==> config.mk <==
export PLATFORM = sky130hd
export DESIGN_NAME = enhanced_second_chance_pager
export DESIGN_NICKNAME = d
export VERILOG_FILES = /design/src/rtl/escp_pkg.sv /design/src/rtl/escp_ram.sv /design/src/rtl/escp_ctrl.sv /design/src/rtl/escp_dp.sv /design/src/rtl/enhanced_second_chance_pager.sv
export VERILOG_INCLUDE_DIRS = /design/src /design/src/rtl
export SDC_FILE = /design/constraint.sdc
export NUM_CORES = 1
export LEC_CHECK = 0
export BUFFER_PORTS_ARGS = -buffer_cell sky130_fd_sc_hd__clkbuf_2
export CAP_MARGIN = 20
export CORE_UTILIZATION = 50
export DETAILED_ROUTE_END_ITERATION = 6
export MAX_ROUTING_LAYER = met4
export PLACE_DENSITY = 0.74
export SKIP_CTS_REPAIR_TIMING = 1
export SYNTH_ARGS = -nofsm -noshare
export SYNTH_HDL_FRONTEND = slang
export SYNTH_SLANG_ARGS = --single-unit
export TNS_END_PERCENT = 10
==> constraint.sdc <==
create_clock -name clk -period 4.95 [get_ports clk]
set_input_delay 0.99 -clock clk [delete_from_list [all_inputs] [get_ports clk]]
set_output_delay 0.99 -clock clk [all_outputs]
set_load 0.005 [all_outputs]
==> src/rtl/assert_macros.svh <==
// ----------------------------------------------------------------------------
// Assertion macros
// Shared concurrent assertion forms, clocked on clk and held off in reset.
// ----------------------------------------------------------------------------
`ifndef ASSERT_MACROS_SVH
`define ASSERT_MACROS_SVH

// same-cycle implication
`define ESCP_ASSERT_IMP(lbl, ante, cons) \
	lbl: assert property (@(posedge clk) disable iff (!arst_n) (ante) |-> (cons)) \
		else $error("escp: assertion failed");

// next-cycle implication
`define ESCP_ASSERT_NXT(lbl, ante, cons) \
	lbl: assert property (@(posedge clk) disable iff (!arst_n) (ante) |=> (cons)) \
		else $error("escp: assertion failed");

`endif

==> src/rtl/escp_pkg.sv <==
// ----------------------------------------------------------------------------
// escp_pkg
// Sizes, controller states and the command/status bundles of the pager.
// ----------------------------------------------------------------------------
package escp_pkg;

	localparam int PAGES       = 64;
	localparam int FRAMES      = 16;
	localparam int PAGE_W      = $clog2(PAGES);
	localparam int FRAME_W     = $clog2(FRAMES);
	localparam int FC_W        = 5;
	localparam logic [FC_W-1:0] FC_RESET = 5'd16;
	localparam int CHUNK       = 8;
	localparam int CHUNKS      = PAGES / CHUNK;
	localparam int CHUNK_W     = $clog2(CHUNKS);
	localparam int CHUNK_IW    = $clog2(CHUNK);
	localparam int IN_TDATA_W  = 8;
	localparam int OUT_TDATA_W = 32;

	typedef enum logic [2:0] {
		ST_IDLE,
		ST_LOOK,
		ST_SCAN,
		ST_SLOT,
		ST_COMMIT
	} state_t;

	typedef struct packed {
		logic take;
		logic look;
		logic scan;
		logic slot;
		logic commit;
	} cmd_t;

	typedef struct packed {
		logic hit;
		logic free_ok;
		logic found;
		logic slot_done;
		logic out_free;
	} sts_t;

endpackage

==> src/rtl/escp_ram.sv <==
// ----------------------------------------------------------------------------
// escp_ram
// Generic single-write, single-read RAM with registered read data.
// ----------------------------------------------------------------------------
module escp_ram #(
	parameter int WIDTH = 8,
	parameter int DEPTH = 64
) (
	input  logic                     clk,
	input  logic                     we,
	input  logic [$clog2(DEPTH)-1:0] waddr,
	input  logic [WIDTH-1:0]         wdata,
	input  logic                     re,
	input  logic [$clog2(DEPTH)-1:0] raddr,
	output logic [WIDTH-1:0]         rdata
);

	logic [WIDTH-1:0] mem_q [DEPTH];

	always_ff @(posedge clk) begin
		if (we) begin
			mem_q[waddr] <= wdata;
		end
		if (re) begin
			rdata <= mem_q[raddr];
		end
	end

endmodule

==> src/rtl/escp_ctrl.sv <==
// ----------------------------------------------------------------------------
// escp_ctrl
// Sequencer: lookup, clock scan, disk slot search and commit of one access.
// ----------------------------------------------------------------------------
module escp_ctrl (
	input  logic            clk,
	input  logic            arst_n,
	input  logic            s_tvalid,
	output logic            s_tready,
	input  escp_pkg::sts_t  sts,
	output escp_pkg::cmd_t  cmd
);

	escp_pkg::state_t state_q, state_d;

	always_ff @(posedge clk or negedge arst_n) begin
		if (!arst_n) begin
			state_q <= escp_pkg::ST_IDLE;
		end else begin
			state_q <= state_d;
		end
	end

	always_comb begin
		state_d = state_q;
		unique case (state_q)
			escp_pkg::ST_IDLE: begin
				if (s_tvalid) state_d = escp_pkg::ST_LOOK;
			end
			escp_pkg::ST_LOOK: begin
				if (sts.hit || sts.free_ok) state_d = escp_pkg::ST_COMMIT;
				else state_d = escp_pkg::ST_SCAN;
			end
			escp_pkg::ST_SCAN: begin
				if (sts.found) state_d = escp_pkg::ST_SLOT;
			end
			escp_pkg::ST_SLOT: begin
				if (sts.slot_done) state_d = escp_pkg::ST_COMMIT;
			end
			escp_pkg::ST_COMMIT: begin
				if (sts.out_free) state_d = escp_pkg::ST_IDLE;
			end
			default: state_d = escp_pkg::ST_IDLE;
		endcase
	end

	always_comb begin
		s_tready   = (state_q == escp_pkg::ST_IDLE);
		cmd.take   = (state_q == escp_pkg::ST_IDLE) && s_tvalid;
		cmd.look   = (state_q == escp_pkg::ST_LOOK);
		cmd.scan   = (state_q == escp_pkg::ST_SCAN);
		cmd.slot   = (state_q == escp_pkg::ST_SLOT);
		cmd.commit = (state_q == escp_pkg::ST_COMMIT) && sts.out_free;
	end

endmodule

==> src/rtl/escp_dp.sv <==
// ----------------------------------------------------------------------------
// escp_dp
// Frame table, clock hand, disk slot map and result word register.
// ----------------------------------------------------------------------------
`include "assert_macros.svh"

module escp_dp (
	input  logic                               clk,
	input  logic                               arst_n,
	input  logic [escp_pkg::IN_TDATA_W-1:0]    s_tdata,
	input  logic                               s_tuser,
	input  logic                               cfg_we,
	input  logic [escp_pkg::FC_W-1:0]          cfg_wdata,
	output logic                               m_tvalid,
	input  logic                               m_tready,
	output logic [escp_pkg::OUT_TDATA_W-1:0]   m_tdata,
	input  escp_pkg::cmd_t                     cmd,
	output escp_pkg::sts_t                     sts
);

	localparam int PW  = escp_pkg::PAGE_W;
	localparam int FW  = escp_pkg::FRAME_W;
	localparam int NF  = escp_pkg::FRAMES;
	localparam int NP  = escp_pkg::PAGES;
	localparam int CW  = escp_pkg::FC_W;

	logic [CW-1:0]   fc_q;
	logic [PW-1:0]   pg_q;
	logic            wr_q;

	logic [NF-1:0]   fv_q;
	logic [PW-1:0]   fpage_q [NF];
	logic [NF-1:0]   fref_q;
	logic [NF-1:0]   fdirty_q;

	logic [FW-1:0]   hand_q;
	logic [FW-1:0]   cnt_q;
	logic            phase_q;

	logic            hit_q, free_ok_q, src_ok_q;
	logic [FW-1:0]   hidx_q, fidx_q;
	logic [PW-1:0]   src_q;

	logic [escp_pkg::CHUNK_W-1:0] chunk_q;
	logic            dst_ok_q;
	logic [PW-1:0]   dst_q;

	logic [NP-1:0]   on_disk_q;
	logic [NP-1:0]   used_q;

	logic [CW-1:0]   n;
	logic [FW-1:0]   n_m1;
	logic [NF-1:0]   match;
	logic            hit;
	logic [FW-1:0]   hidx;
	logic            free_ok;
	logic [FW-1:0]   fidx;
	logic            found;
	logic [PW-1:0]   chunk_base;
	logic [escp_pkg::CHUNK-1:0] chunk_free;
	logic            chunk_any;
	logic [escp_pkg::CHUNK_IW-1:0] chunk_low;
	logic [PW-1:0]   vpg;
	logic [FW-1:0]   hand_next;
	logic [FW-1:0]   f_load;
	logic            miss_commit, evict;
	logic            scan_start;
	logic            hand_ok;
	logic            out_free;
	logic [PW-1:0]   ram_rdata;
	logic            r_hv, r_hdo, r_hdi;
	logic [FW-1:0]   r_frame;

	always_comb begin
		if (fc_q == '0) n = CW'(1);
		else if (fc_q > CW'(NF)) n = CW'(NF);
		else n = fc_q;
	end
	assign n_m1 = FW'(n - CW'(1));

	always_comb begin
		hidx    = '0;
		fidx    = '0;
		free_ok = 1'b0;
		for (int i = 0; i < NF; i++) begin
			match[i] = fv_q[i] && (fpage_q[i] == pg_q);
		end
		for (int i = NF - 1; i >= 0; i--) begin
			if (match[i]) hidx = FW'(i);
		end
		for (int i = NF - 1; i >= 0; i--) begin
			if (!fv_q[i] && (CW'(i) < n)) begin
				fidx    = FW'(i);
				free_ok = 1'b1;
			end
		end
	end
	assign hit = |match;

	assign found = !fref_q[hand_q] && (phase_q ? fdirty_q[hand_q] : !fdirty_q[hand_q]);
	assign hand_next = (hand_q == n_m1) ? '0 : hand_q + FW'(1);
	assign hand_ok = ({1'b0, hand_q} < n);
	assign scan_start = cmd.look && !hit && !free_ok;

	assign chunk_base = {chunk_q, escp_pkg::CHUNK_IW'(0)};
	assign chunk_free = ~used_q[chunk_base +: escp_pkg::CHUNK];
	assign chunk_any  = |chunk_free;
	always_comb begin
		chunk_low = '0;
		for (int i = escp_pkg::CHUNK - 1; i >= 0; i--) begin
			if (chunk_free[i]) chunk_low = escp_pkg::CHUNK_IW'(i);
		end
	end

	assign vpg         = fpage_q[hand_q];
	assign evict       = !free_ok_q;
	assign f_load      = free_ok_q ? fidx_q : hand_q;
	assign miss_commit = cmd.commit && !hit_q;
	assign out_free    = !m_tvalid || m_tready;

	assign sts.hit       = hit;
	assign sts.free_ok   = free_ok;
	assign sts.found     = found;
	assign sts.slot_done = chunk_any || (chunk_q == escp_pkg::CHUNK_W'(escp_pkg::CHUNKS - 1));
	assign sts.out_free  = out_free;

	escp_ram #(
		.WIDTH(PW),
		.DEPTH(NP)
	) u_slot_ram (
		.clk  (clk),
		.we   (miss_commit && evict && dst_ok_q),
		.waddr(vpg),
		.wdata(dst_q),
		.re   (cmd.take),
		.raddr(s_tdata[PW-1:0]),
		.rdata(ram_rdata)
	);

	always_ff @(posedge clk or negedge arst_n) begin
		if (!arst_n) begin
			fc_q      <= escp_pkg::FC_RESET;
			fv_q      <= '0;
			hand_q    <= '0;
			cnt_q     <= '0;
			phase_q   <= 1'b0;
			chunk_q   <= '0;
			dst_ok_q  <= 1'b0;
			on_disk_q <= '0;
			used_q    <= '0;
			m_tvalid  <= 1'b0;
		end else begin
			if (cfg_we) fc_q <= cfg_wdata;

			if (cmd.look) begin
				cnt_q    <= '0;
				phase_q  <= 1'b0;
				chunk_q  <= '0;
				dst_ok_q <= 1'b0;
			end
			if (scan_start) begin
				hand_q <= hand_ok ? hand_q : '0;
			end
			if (cmd.scan && !found) begin
				hand_q <= hand_next;
				if (cnt_q == n_m1) begin
					cnt_q   <= '0;
					phase_q <= !phase_q;
				end else begin
					cnt_q <= cnt_q + FW'(1);
				end
			end
			if (cmd.slot && !chunk_any) chunk_q <= chunk_q + escp_pkg::CHUNK_W'(1);
			if (cmd.slot && chunk_any) dst_ok_q <= 1'b1;

			if (miss_commit) begin
				fv_q[f_load]    <= 1'b1;
				on_disk_q[pg_q] <= 1'b0;
				if (evict) begin
					on_disk_q[vpg] <= dst_ok_q;
					hand_q         <= hand_next;
					if (dst_ok_q) used_q[dst_q] <= 1'b1;
				end
				if (src_ok_q) used_q[src_q] <= 1'b0;
			end

			if (cmd.commit) m_tvalid <= 1'b1;
			else if (m_tready) m_tvalid <= 1'b0;
		end
	end

	always_ff @(posedge clk) begin
		if (cmd.take) begin
			pg_q <= s_tdata[PW-1:0];
			wr_q <= s_tuser;
		end
		if (cmd.look) begin
			hit_q     <= hit;
			hidx_q    <= hidx;
			free_ok_q <= free_ok;
			fidx_q    <= fidx;
			src_ok_q  <= on_disk_q[pg_q];
			src_q     <= ram_rdata;
		end
		if (cmd.slot && chunk_any) dst_q <= chunk_base | PW'(chunk_low);
		if (cmd.scan && !found && phase_q) fref_q[hand_q] <= 1'b0;
		if (cmd.commit) begin
			if (hit_q) begin
				fref_q[hidx_q] <= 1'b1;
				if (wr_q) fdirty_q[hidx_q] <= 1'b1;
			end else begin
				fpage_q[f_load]  <= pg_q;
				fref_q[f_load]   <= 1'b1;
				fdirty_q[f_load] <= wr_q;
			end
		end
	end

	assign r_hv    = !hit_q && evict;
	assign r_hdo   = r_hv && dst_ok_q;
	assign r_hdi   = !hit_q && src_ok_q;
	assign r_frame = hit_q ? hidx_q : f_load;

	// word: hit, frame, has_victim, victim_page, has_disk_out, disk_out_slot,
	// has_disk_in, disk_in_slot, zero pad
	always_ff @(posedge clk) begin
		if (cmd.commit) begin
			m_tdata <= {6'b0,
				r_hdi ? src_q : PW'(0), r_hdi,
				r_hdo ? dst_q : PW'(0), r_hdo,
				r_hv ? vpg : PW'(0), r_hv,
				r_frame, hit_q};
		end
	end

	`ESCP_ASSERT_IMP(a_hand_active, cmd.scan, hand_ok)
	`ESCP_ASSERT_IMP(a_page_once, 1'b1, $countones(match) <= 1)
	`ESCP_ASSERT_NXT(a_slot_free, cmd.slot && chunk_any, dst_ok_q && !used_q[dst_q])
	`ESCP_ASSERT_IMP(a_word_from_commit, $rose(m_tvalid), $past(cmd.commit))

endmodule

==> src/rtl/enhanced_second_chance_pager.sv <==
// A hit, or a miss with a free frame, passes from the accepting edge through the
// lookup and commit states; the commit waits for the output register to be free,
// and m_tvalid is registered from it. A miss with no free frame adds the clock
// scan, one frame per cycle, then the disk slot search, 8 slots per cycle. One
// access at a time; the next is taken once the word is committed to the output
// register. Reset (arst_n low): frames and slots empty, hand 0, frame_count 16.
// ----------------------------------------------------------------------------
// enhanced_second_chance_pager
// Page access handler with enhanced second-chance (clock) victim selection.
// ----------------------------------------------------------------------------
module enhanced_second_chance_pager (
	input  logic                              clk,
	input  logic                              arst_n,
	input  logic                              s_tvalid,
	output logic                              s_tready,
	input  logic [escp_pkg::IN_TDATA_W-1:0]   s_tdata,   // page, pad
	input  logic                              s_tuser,   // is_write
	output logic                              m_tvalid,
	input  logic                              m_tready,
	// hit, frame, has_victim, victim_page, has_disk_out, disk_out_slot,
	// has_disk_in, disk_in_slot, pad
	output logic [escp_pkg::OUT_TDATA_W-1:0]  m_tdata,
	input  logic                              cfg_we,
	input  logic [escp_pkg::FC_W-1:0]         cfg_wdata
);

	escp_pkg::cmd_t cmd;
	escp_pkg::sts_t sts;

	escp_ctrl u_ctrl (
		.clk     (clk),
		.arst_n  (arst_n),
		.s_tvalid(s_tvalid),
		.s_tready(s_tready),
		.sts     (sts),
		.cmd     (cmd)
	);

	escp_dp u_dp (
		.clk      (clk),
		.arst_n   (arst_n),
		.s_tdata  (s_tdata),
		.s_tuser  (s_tuser),
		.cfg_we   (cfg_we),
		.cfg_wdata(cfg_wdata),
		.m_tvalid (m_tvalid),
		.m_tready (m_tready),
		.m_tdata  (m_tdata),
		.cmd      (cmd),
		.sts      (sts)
	);

endmodule

After elaboration in Yosys (flattened, before gate mapping). Memories as Yosys holds them, arrays and structs flattened. A register that Yosys moved wholly into a read port is not among the register bits. Cells that the tools add are included.

Input port bits: 19. Latch bits: 0. Output and inout bits: 34. ROM bits: 0. Word-level logic and storage cells: 331. RAM bits: 480. Bits in registers: 254. Memories kept: 2.

Memories: u_dp.u_slot_ram.mem_q (depth 64, width 6, rd ports 1, clocked after Yosys merged registers in 1, write ports 1, RTL line escp_ram.sv:18) `logic [WIDTH-1:0] mem_q [DEPTH];`; u_dp.fpage_q (depth 16, width 6, rd ports 17, clocked after Yosys merged registers in 0, write ports 1, RTL line escp_dp.sv:32) `logic [PW-1:0] fpage_q [NF];`.

$lt $le $gt $ge: 32. Shift operators: 1. Div/mod/pow operators: 0. Multipliers: 0. Add/sub/neg operators: 4. Reductions and logical operators: 99. Eq/ne operators: 28. Mux-type cells: 120. Bitwise operators: 13.

Operator list (count): $mux 64 (5); $and 64x64->64 (2); $not 64->64 (2); $mux 4 (27); $eq 6x6->1 (16); $mux 16 (5); $mux 3 (23); $bwmux 64 (1); $or 16x16->16 (4); $or 64x64->64 (1); $shiftx 64x7->8 (1); $logic_and 1x1->1 (54); $mux 1 (41); $lt 4x5->1 const A (8); $lt 6x7->1 const B (4); $logic_not 1->1 (26); $demux 1 s6 (4); $ge 6x1->1 const B (4); $reduce_or 8->1 (3); $lt 3x5->1 const A (4); $and 16x16->16 (1); $bwmux 16 (1); $not 16->16 (1); $reduce_or 16->1 (1); other kinds (31) (58).

Logic depth before layout (Yosys ltp). Gate-level depths: netlist of run 1.

Depth in word-level cells: 27. Mapped depth: 12. Depth with buffers taken out: 10.

By module. From an unflattened synthesis of run 1, not the netlist that was laid out.

Cells, all modules: 2367. Area total of the unflattened synthesis: 33313.2 um^2.

Modules (own cells, without submodules): escp_dp (cells an instance 1622, seq. area each 9445.3 um^2, instances 1, area an instance 17794.6 um^2); escp_ram (cells an instance 720, seq. area each 11711.2 um^2, instances 1, area an instance 15285.9 um^2); escp_ctrl (cells an instance 25, seq. area each 75.1 um^2, instances 1, area an instance 232.7 um^2).

Worst setup path before layout of run 1. Ideal clock, no wire load.

Kind: input-to-reg. Start: input port s_tdata[0] (netlist name). End: register u_dp.u_slot_ram.rdata[0], read port of u_dp.u_slot_ram.mem_q (data pin). Data arrival time: 3.435 ns. Path buffers: 3. Stages: 6. Setup time: 0.272 ns. Path slack: 1.243 ns. Required time: 4.678 ns. Cells stage by stage: clkbuf_1 -> buf_2 -> buf_1 -> mux4_2 -> mux4_2 -> mux4_2.

RTL lines: start: declaration (RTL line enhanced_second_chance_pager.sv:16) `input logic [escp_pkg::IN_TDATA_W-1:0] s_tdata,`; end: declaration (RTL line escp_ram.sv:15) `output logic [WIDTH-1:0] rdata`.

Worst setup path after layout of run 1.
Start: register u_dp.hand_q[0]. End: memory u_dp.u_slot_ram.mem_q[16][1] (netlist name), enable pin.

Cells in the longest elaborated chain, start to end: 1.

Ends and longest elaborated chain: start: declaration (RTL line escp_dp.sv:36) `logic [FW-1:0] hand_q;`; start signal: assignment (RTL line escp_dp.sv:162) `hand_q <= hand_ok ? hand_q : '0;`; start signal: assignment (RTL line escp_dp.sv:165) `hand_q <= hand_next;`; start signal: assignment (RTL line escp_dp.sv:181) `hand_q <= hand_next;`; $mem_v2 16x6; end: declaration (RTL line escp_ram.sv:18).

No other way between the ends.

==> summary by stage, run 1 <==
Place
The estimated wirelength of the detail-placed design is between 50000 and 60000 um. The placed instances occupy a cell area of about 0.034 sq mm. In this run the tool buffered the top-level ports with 44 buffer cells. After detailed placement, the design holds a cell count of between 3000 and 4000. The congestion estimate from routability-driven global placement came to roughly 0.97.

Global route
The number of antenna violations at the first check in global routing came to 2. The total track usage is 26.3%. The maximum number of pins on one net before global-route repair is 100.

The first global-routing pass estimated approximately 130000 um of wire. The global-route congestion overflow total is 0. The number of global-route vias before repair is a little over 20000.

Worst setup path
The slowest stage of the critical path belongs to the cell sky130_fd_sc_hd__dfrtp_2. Walking the worst path, the cells encountered are mux4_2 -> mux4_2 -> nor2_2 -> nand2_1 -> nor2_1. The depth of the most critical reg-to-reg path is 5. The critical path endpoint category is a flip-flop. The element type at the critical path start is a flip-flop.

At the worst endpoint, the required time is 5220 ps. The largest fanout of any net on the critical path is 26. The arrival time at the worst endpoint is ~4500 ps. For this run, the slowest stage of the critical path takes 960 ps. Grouping stages by cell kind, the critical path spends the most delay in simple AND/OR/NAND/NOR gates.

The critical path runs through a total of 5 cells. The critical path is of the reg2reg type. In this design, the critical path's most frequently occurring cell is sky130_fd_sc_hd__mux4_2. Counting both buffers and inverters, the worst setup path holds a total of 0.

Layout
The net count reported at finish is ~2400. The filler-free cell count of the finished design is ~3300. Fill cells in the final layout number ~5000. The area growth from synthesis to layout is 11.9%.

The ratio of cells with drive above 1 in the final layout is between 10% and 20%. Summing all flip-flop and latch instances after layout gives about 0.021 sq mm. The area taken by multi-input logic gates is approximately 0.011 sq mm. The final instance area is between 0.03 and 0.04 sq mm. Cells fill ~57% of the core in the end.

Synthesis
Summing every instance area after synthesis gives ~0.033 sq mm. Counting flops with a built-in enable in the synthesized netlist gives 558. The mean instance size in the synthesized netlist is roughly 14 sq um. Counting distinct cell types in the post-synthesis netlist gives between 70 and 80.

The proportion of register bits with asynchronous set or reset after synthesis is ~22%. In the synthesized netlist the dominant register cell turns out to be sky130_fd_sc_hd__edfxtp_1. Counting flops and latches in the post-synthesis netlist gives between 700 and 800. The Yosys step of the flow raised 0 warnings. The number of cells produced by synthesis is 2345. After synthesis, flip-flops and latches occupy between 60% and 70% of the total area.

Clock tree
The clock edge transition at the registers on the reported setup and hold paths is ~60 ps. CTS placed an instance of sky130_fd_sc_hd__clkbuf_16 at the clock tree root. The clock passes through at most 3 buffers. Counting every sink on the clock net gives 740. CTS built an H-tree with a depth of 3.

TritonCTS built the clock tree. Clock tree synthesis inserted a total of 77 buffers. The clock latency of the later-clocked register in the worst-skew pair is roughly 660 ps.

Run status
The flow ran to the end, but the final reports show violations. The final reports fail on DRC.

Min path
The worst hold path belongs to the class reg2reg. The number of cells traversed by the worst hold path is 0.

Drt
In this run, the number of DRC markers left after iteration 0 of detailed routing was around 2800. The number of vias per cell after detailed routing is ~6.4. The overall routed net length is approximately 85000 um. The final route contains between 20000 and 25000 vias. In the final routed layout, each cell accounts on average for between 20 and 30 um. The detailed-route DRC error count is 11. Once detail routing completed, the nets flagged for antenna violations numbered 0. The first TritonRoute pass finished after 7 iterations.

Floorplan
The die is around 260 um tall. The horizontal extent of the die is about 260 um. The floorplan row count is 94. The region available for standard cell placement spans about 0.066 sq mm.

For this configuration, the core starts out at a cell density of 50.5%. The die covers 0.0675 sq mm. The number of top-level design ports is 53.

STA
Based on the critical path, the design can be clocked at up to roughly 230 MHz. Between clock sinks in the finished design, the worst skew comes to about 37 ps. Setup repair after global routing left no endpoint under its margin. The count of final hold-check violations is 0.

The minimum period implied by the final worst setup slack is ~4300 ps. In the finished design, the share of the clock period the worst path needs comes to 86.1%. The final-report setup violation count is 0. The total negative slack is 0 ps. The final-report max-slew violation count was 0. The measured slew at the worst slew-check pin is about 1100 ps. The headroom to the max-slew limit is between 20% and 30%.

Power and ir drop
The total design power is approximately 15 mW. The total power per unit cell area is 396 mW/mm^2. VDD sags by at most between 300 and 400 uV. The standby leakage power is 11.1 nW.

Job
The number of max-cap violations is 0.
==> area by class of cell <==
cell class,instances,area share [%]
inverters,25,0.252
well taps,864,2.91
repair buffers,114,2.26
multi-input cells,1428,30.3
diodes,3,0.0202
clock buffers,98,5.81
flip-flops and latches,740,57.1
clock inverters,43,1.38
==> registers in the layout (all words and copies together) (netlist names), 16 cells and up <==
name / flops
u_dp.u_slot_ram.mem_q: 384
u_dp.fpage_q: 96
u_dp.on_disk_q: 64
u_dp.used_q: 64
u_dp.m_tdata: 26
u_dp.fdirty_q: 16
u_dp.fref_q: 16
u_dp.fv_q: 16
==> Yosys cell counts (all sizes together), types with 7 or more instances <==
cell / number / area [sq um]
nor2b: 17 / 114
o31ai: 15 / 113
buf: 65 / 352
dfrtp: 165 / 4130
a22oi: 15 / 113
a21boi: 11 / 82.6
nand3: 44 / 220
a221o: 10 / 100
and3: 10 / 62.6
xor2: 53 / 464
nand2b: 26 / 163
dfxtp: 16 / 320
a22o: 16 / 140
nand2: 100 / 375
o21ai: 168 / 841
and2: 22 / 138
or3: 11 / 73.8
nor4: 29 / 196
mux4: 176 / 3960
nor2: 197 / 752
or2: 26 / 163
o22ai: 9 / 56.3
nor3b: 18 / 135
nand3b: 7 / 52.6
mux2: 7 / 78.8
a21oi: 216 / 1080
a221oi: 7 / 61.3
xnor2: 59 / 517
ha: 12 / 150
a21o: 15 / 113
edfxtp: 558 / 16800
inv: 25 / 93.8
clkbuf: 92 / 345
a31oi: 11 / 68.8
nand4: 20 / 125
nor3: 40 / 205
mux2i: 10 / 100
==> layer usage <==
| metal | global-route usage [%] | share of wire (%) |
|---|---|---|
| met1 | 35.8 | 40 |
| met2 | 40.6 | 48 |
| met3 | 4.86 | 9.1 |
| met4 | 7.66 | 3.0 |
| met5 | - | 0 |
==> power by group <==
part           internal [mW]  switching (mW)  total, mW  leakage (nW)
sequential              6.90           0.280       7.18          6.12
combinational          0.554           0.966       1.52          3.68
clock                   3.50            2.51       6.02          1.31
total                   11.0            3.76       14.7          11.1
==> logic make-up after synthesis <==
logic type	Yosys count	share of synthesized area [%]
xor+xnor	112	2.95
buf+inv	182	2.38
simple gates	580	8.68
mux	193	12.5
fa+ha+maj	12	0.452
compound gates	525	9.16
flops	740	63.9
other cells	1	0.0113
==> stage by stage <==
step | hold WS, ps | setup slack, ps
after global placement | 402 | 895
after floorplan | 400 | 1240
after CTS | 431 | 764
final | 431 | 688
after detailed placement | 412 | 774
after global routing | 437 | 596
==> placed cells by master (no fill, tap or decap), types with 53 or more instances in the layout <==
cell                        Yosys  final
sky130_fd_sc_hd__edfxtp_1     558    558
sky130_fd_sc_hd__a21oi_1      216    216
sky130_fd_sc_hd__nor2_1       192    192
sky130_fd_sc_hd__mux4_2       176    176
sky130_fd_sc_hd__dfrtp_1      165    163
sky130_fd_sc_hd__nand2_1      100    100
sky130_fd_sc_hd__o21ai_0       90     90
sky130_fd_sc_hd__clkbuf_16      0     80
sky130_fd_sc_hd__o21ai_1       78     78
sky130_fd_sc_hd__xnor2_1       59     59
sky130_fd_sc_hd__buf_4          6     59
sky130_fd_sc_hd__xor2_1        53     53
==> worst paths after layout <==
path                                                from                            to  slack [ps]
worst max register to register            u_dp.hand_q[0]  u_dp.u_slot_ram.mem_q[16][1]         690
max in group asynchronous                         arst_n               u_dp.used_q[45]        3470
worst min-delay path            u_dp.u_slot_ram.rdata[4]                 u_dp.src_q[4]         430
worst max-delay path                      u_dp.hand_q[0]  u_dp.u_slot_ram.mem_q[16][1]         690
min in group asynchronous                         arst_n            u_dp.on_disk_q[39]         460
worst min register to register  u_dp.u_slot_ram.rdata[4]                 u_dp.src_q[4]         430
Note: power is estimated with default switching activity, not from simulation.
==> run 2: changes to the inputs <==
--- a/config.mk
+++ b/config.mk
@@ -12,6 +12,7 @@
 export DETAILED_ROUTE_END_ITERATION = 6
 export MAX_ROUTING_LAYER = met4
 export PLACE_DENSITY = 0.74
+export RECOVER_POWER = 50
 export SKIP_CTS_REPAIR_TIMING = 1
 export SYNTH_ARGS = -nofsm -noshare
 export SYNTH_HDL_FRONTEND = slang
==> run 2 against run 1 <==
The flow finishes with violations (capacitance limit, slew limit). First-iteration DRC count decreased by 4.1%. Power fell by 0.10%. Flip-flop and latch count is the same. Global-route usage is the same. Clock power is essentially flat. Critical endpoint is now u_dp.u_slot_ram.mem_q[16][3]. Highest routed layer unchanged.
==> summary by stage, run 2 (same netlist as run 1, synthesis figures left out) <==
Drt
The average routed wire per standard cell is 25.8 um (about the same). The number of detailed-route iterations in the first pass was 6 (was 7). The residual antenna-violating net count after detailed routing was 0 (unchanged). The overall routed net length is 85400 um (about the same). The detailed-route DRC error count is 0 (was 11). The detailed-route via count was 21254 (was 21249). The detailed router's first-iteration violation count is 2667 (was 2782). The number of vias per cell after detailed routing is 6.41 (about the same).

Worst setup path
The element type at the critical path start is a flip-flop (unchanged). The critical path endpoint category is a flip-flop (unchanged). The arrival time at the worst endpoint was 4640 ps (was 4530 ps). The largest fanout of any net on the critical path is 29 (was 26). The required time reported for the critical path endpoint was 5220 ps (about the same). The critical setup path kind is reg2reg (unchanged). The depth of the most critical reg-to-reg path was 5 (unchanged).

Power and ir drop
The standby leakage power is 11.0 nW (was 11.1 nW). The maximum VDD drop was 336 uV (was 330 uV). The total power per unit cell area is 397 mW/mm^2 (was 396 mW/mm^2).

Place
The count of buffers from port buffering came to 44 (unchanged). The estimated wirelength of the detail-placed design is 55200 um (unchanged). The post-detailed-placement cell area is 0.0344 sq mm (unchanged). The routability congestion estimate from global placement is 0.975 (unchanged). The worst slack after detailed placement is 774 ps (unchanged). The placed cell count is 3162 (unchanged).

Layout
The filler-free cell count of the finished design is 3316 (was 3315). The most common cell after layout, fill and taps aside was sky130_fd_sc_hd__edfxtp_1 (unchanged). The area growth from synthesis to final layout came to 11.5% (was 11.9%). Commonest non-fill, non-tap cells in the layout: sky130_fd_sc_hd__edfxtp_1 (558), sky130_fd_sc_hd__a21oi_1 (216), sky130_fd_sc_hd__nor2_1 (193) (was sky130_fd_sc_hd__edfxtp_1 (558), sky130_fd_sc_hd__a21oi_1 (216), sky130_fd_sc_hd__nor2_1 (192)). Regs by FF count: u_dp.u_slot_ram.mem_q x384, u_dp.fpage_q x96 (unchanged). The register with the highest flop count is u_dp.u_slot_ram.mem_q (unchanged).

The net count reported at finish is 2417 (unchanged). The final instance area was 0.0370 sq mm (was 0.0372 sq mm). The flip-flop count of the largest register after layout is 384 (unchanged).

The ratio of cells with drive above 1 in the final layout is 17.0% (was 18.8%). The core utilization of the finished layout was 56.3% (was 56.6%).

STA
The setup clock skew after layout is 38.2 ps (was 36.5 ps). Setup repair after global routing missed its margin: no (unchanged). The final-report max-slew violation count is 502 (was 0).

The highest clock frequency the design can meet is 229 MHz (was 235 MHz). The total negative slack is 0 ps (unchanged). The final-report setup violation count is 0 (unchanged). The minimum setup slack in the final design is 587 ps (was 688 ps). The measured slew at the worst slew-check pin is 3260 ps (was 1150 ps). The share of the cycle needed by the critical path after routing is 88.1% (was 86.1%). The headroom to the max-slew limit was -118% (was 23.3%).

The count of final hold-check violations came to 0 (unchanged). The minimum period implied by the final worst setup slack came to 4360 ps (was 4260 ps).

Global route
The maximum number of pins on one net before global-route repair was 100 (unchanged). The global-route congestion overflow total is 0 (unchanged). The number of global-route vias before repair is 20708 (unchanged). The total track usage is 26.3% (unchanged). The number of antenna violations at the first check in global routing is 2 (unchanged).

The first-pass GRT wire length is 129000 um (unchanged).

Clock tree
The maximum clock insertion buffer count was 3 (unchanged). The number of H-tree branching levels is 3 (unchanged). The clock tree root buffer cell is sky130_fd_sc_hd__clkbuf_16 (unchanged). The CTS buffer count is 77 (unchanged). The clock edge transition at the registers on the reported setup and hold paths is 60 ps (about the same). The number of sinks on the clock net is 740 (unchanged).

The CTS tree was built (unchanged). The clock latency of the later-clocked register in the worst-skew pair is 660 ps (about the same).

Floorplan
The starting density of the core was 50.5% (unchanged). The placeable core region is 0.0657 sq mm (unchanged). The horizontal extent of the die is 260 um (unchanged). The vertical die dimension is 260 um (unchanged). The number of top-level design ports is 53 (unchanged). The floorplan die area is 0.0675 sq mm (unchanged). The floorplan row count is 94 (unchanged).

Run status
Result of the run: complete, but fails checks (unchanged). Violations in the final reports: capacitance limit, slew limit (was DRC).

Min path
The number of cells traversed by the worst hold path is 0 (unchanged). The worst min-delay path category is reg2reg (unchanged).

Job
The number of max-cap violations came to 10 (was 0).
==> run 2: changes by cell type in the layout (fill, tap and decap cells not counted), sizes merged <==
cell | previous run | this run
diode | 3 | 4
buf | 69 | 47
clkbuf | 143 | 165
==> run 2: stage by stage <==
stage,total power [mW],hold slack [ps]
after floorplan,8.22,400
after global placement,8.73,402
after detailed placement,8.77,412
after CTS,14.8,431
after global routing,15.1,437
final,14.7,430
==> run 2: worst max-delay path: stages (launching register included) <==
cell,delay [ps]
sky130_fd_sc_hd__dfrtp_1,1260
sky130_fd_sc_hd__mux4_2,480
sky130_fd_sc_hd__mux4_2,660
sky130_fd_sc_hd__nor2_2,240
sky130_fd_sc_hd__nand2_1,570
sky130_fd_sc_hd__nor2_1,740
==> run 2: final cells by class <==
class / instances / area [sq um]
Antenna cell: 4 / 10.0
Clock buffer: 98 / 2160
Clock inverter: 43 / 514
Inverter: 25 / 93.8
Multi-Input combinational cell: 1428 / 11300
Tap cell: 864 / 1080
Timing Repair Buffer: 114 / 691
Sequential cell: 740 / 21200
Fill cell: 5053 / 28700
==> run 2: path summary, 6_finish.rpt <==
kind / from / end / slack, ps
worst max-delay path: u_dp.hand_q[1] / u_dp.u_slot_ram.mem_q[16][3] / 590
worst min-delay path: u_dp.u_slot_ram.rdata[4] / u_dp.src_q[4] / 430
worst max register to register: u_dp.hand_q[1] / u_dp.u_slot_ram.mem_q[16][3] / 590
worst min register to register: u_dp.u_slot_ram.rdata[4] / u_dp.src_q[4] / 430
max in group asynchronous: arst_n / u_dp.hand_q[0] / 1880
min in group asynchronous: arst_n / u_dp.fv_q[9] / 1230
==> run 2: power by group <==
group	internal (mW)	switching [mW]
Clock	3.50	2.52
Sequential	6.90	0.277
Combinational	0.532	0.964
Total	10.9	3.76
==> run 2: layer usage <==
layer | up-vias | share of wire, % | track usage [%]
li1 | 9123 | - | -
met1 | 10741 | 40 | 35.8
met2 | 1199 | 48 | 40.6
met3 | 191 | 9.2 | 4.86
met4 | 0 | 3.0 | 7.66
met5 | - | 0 | -
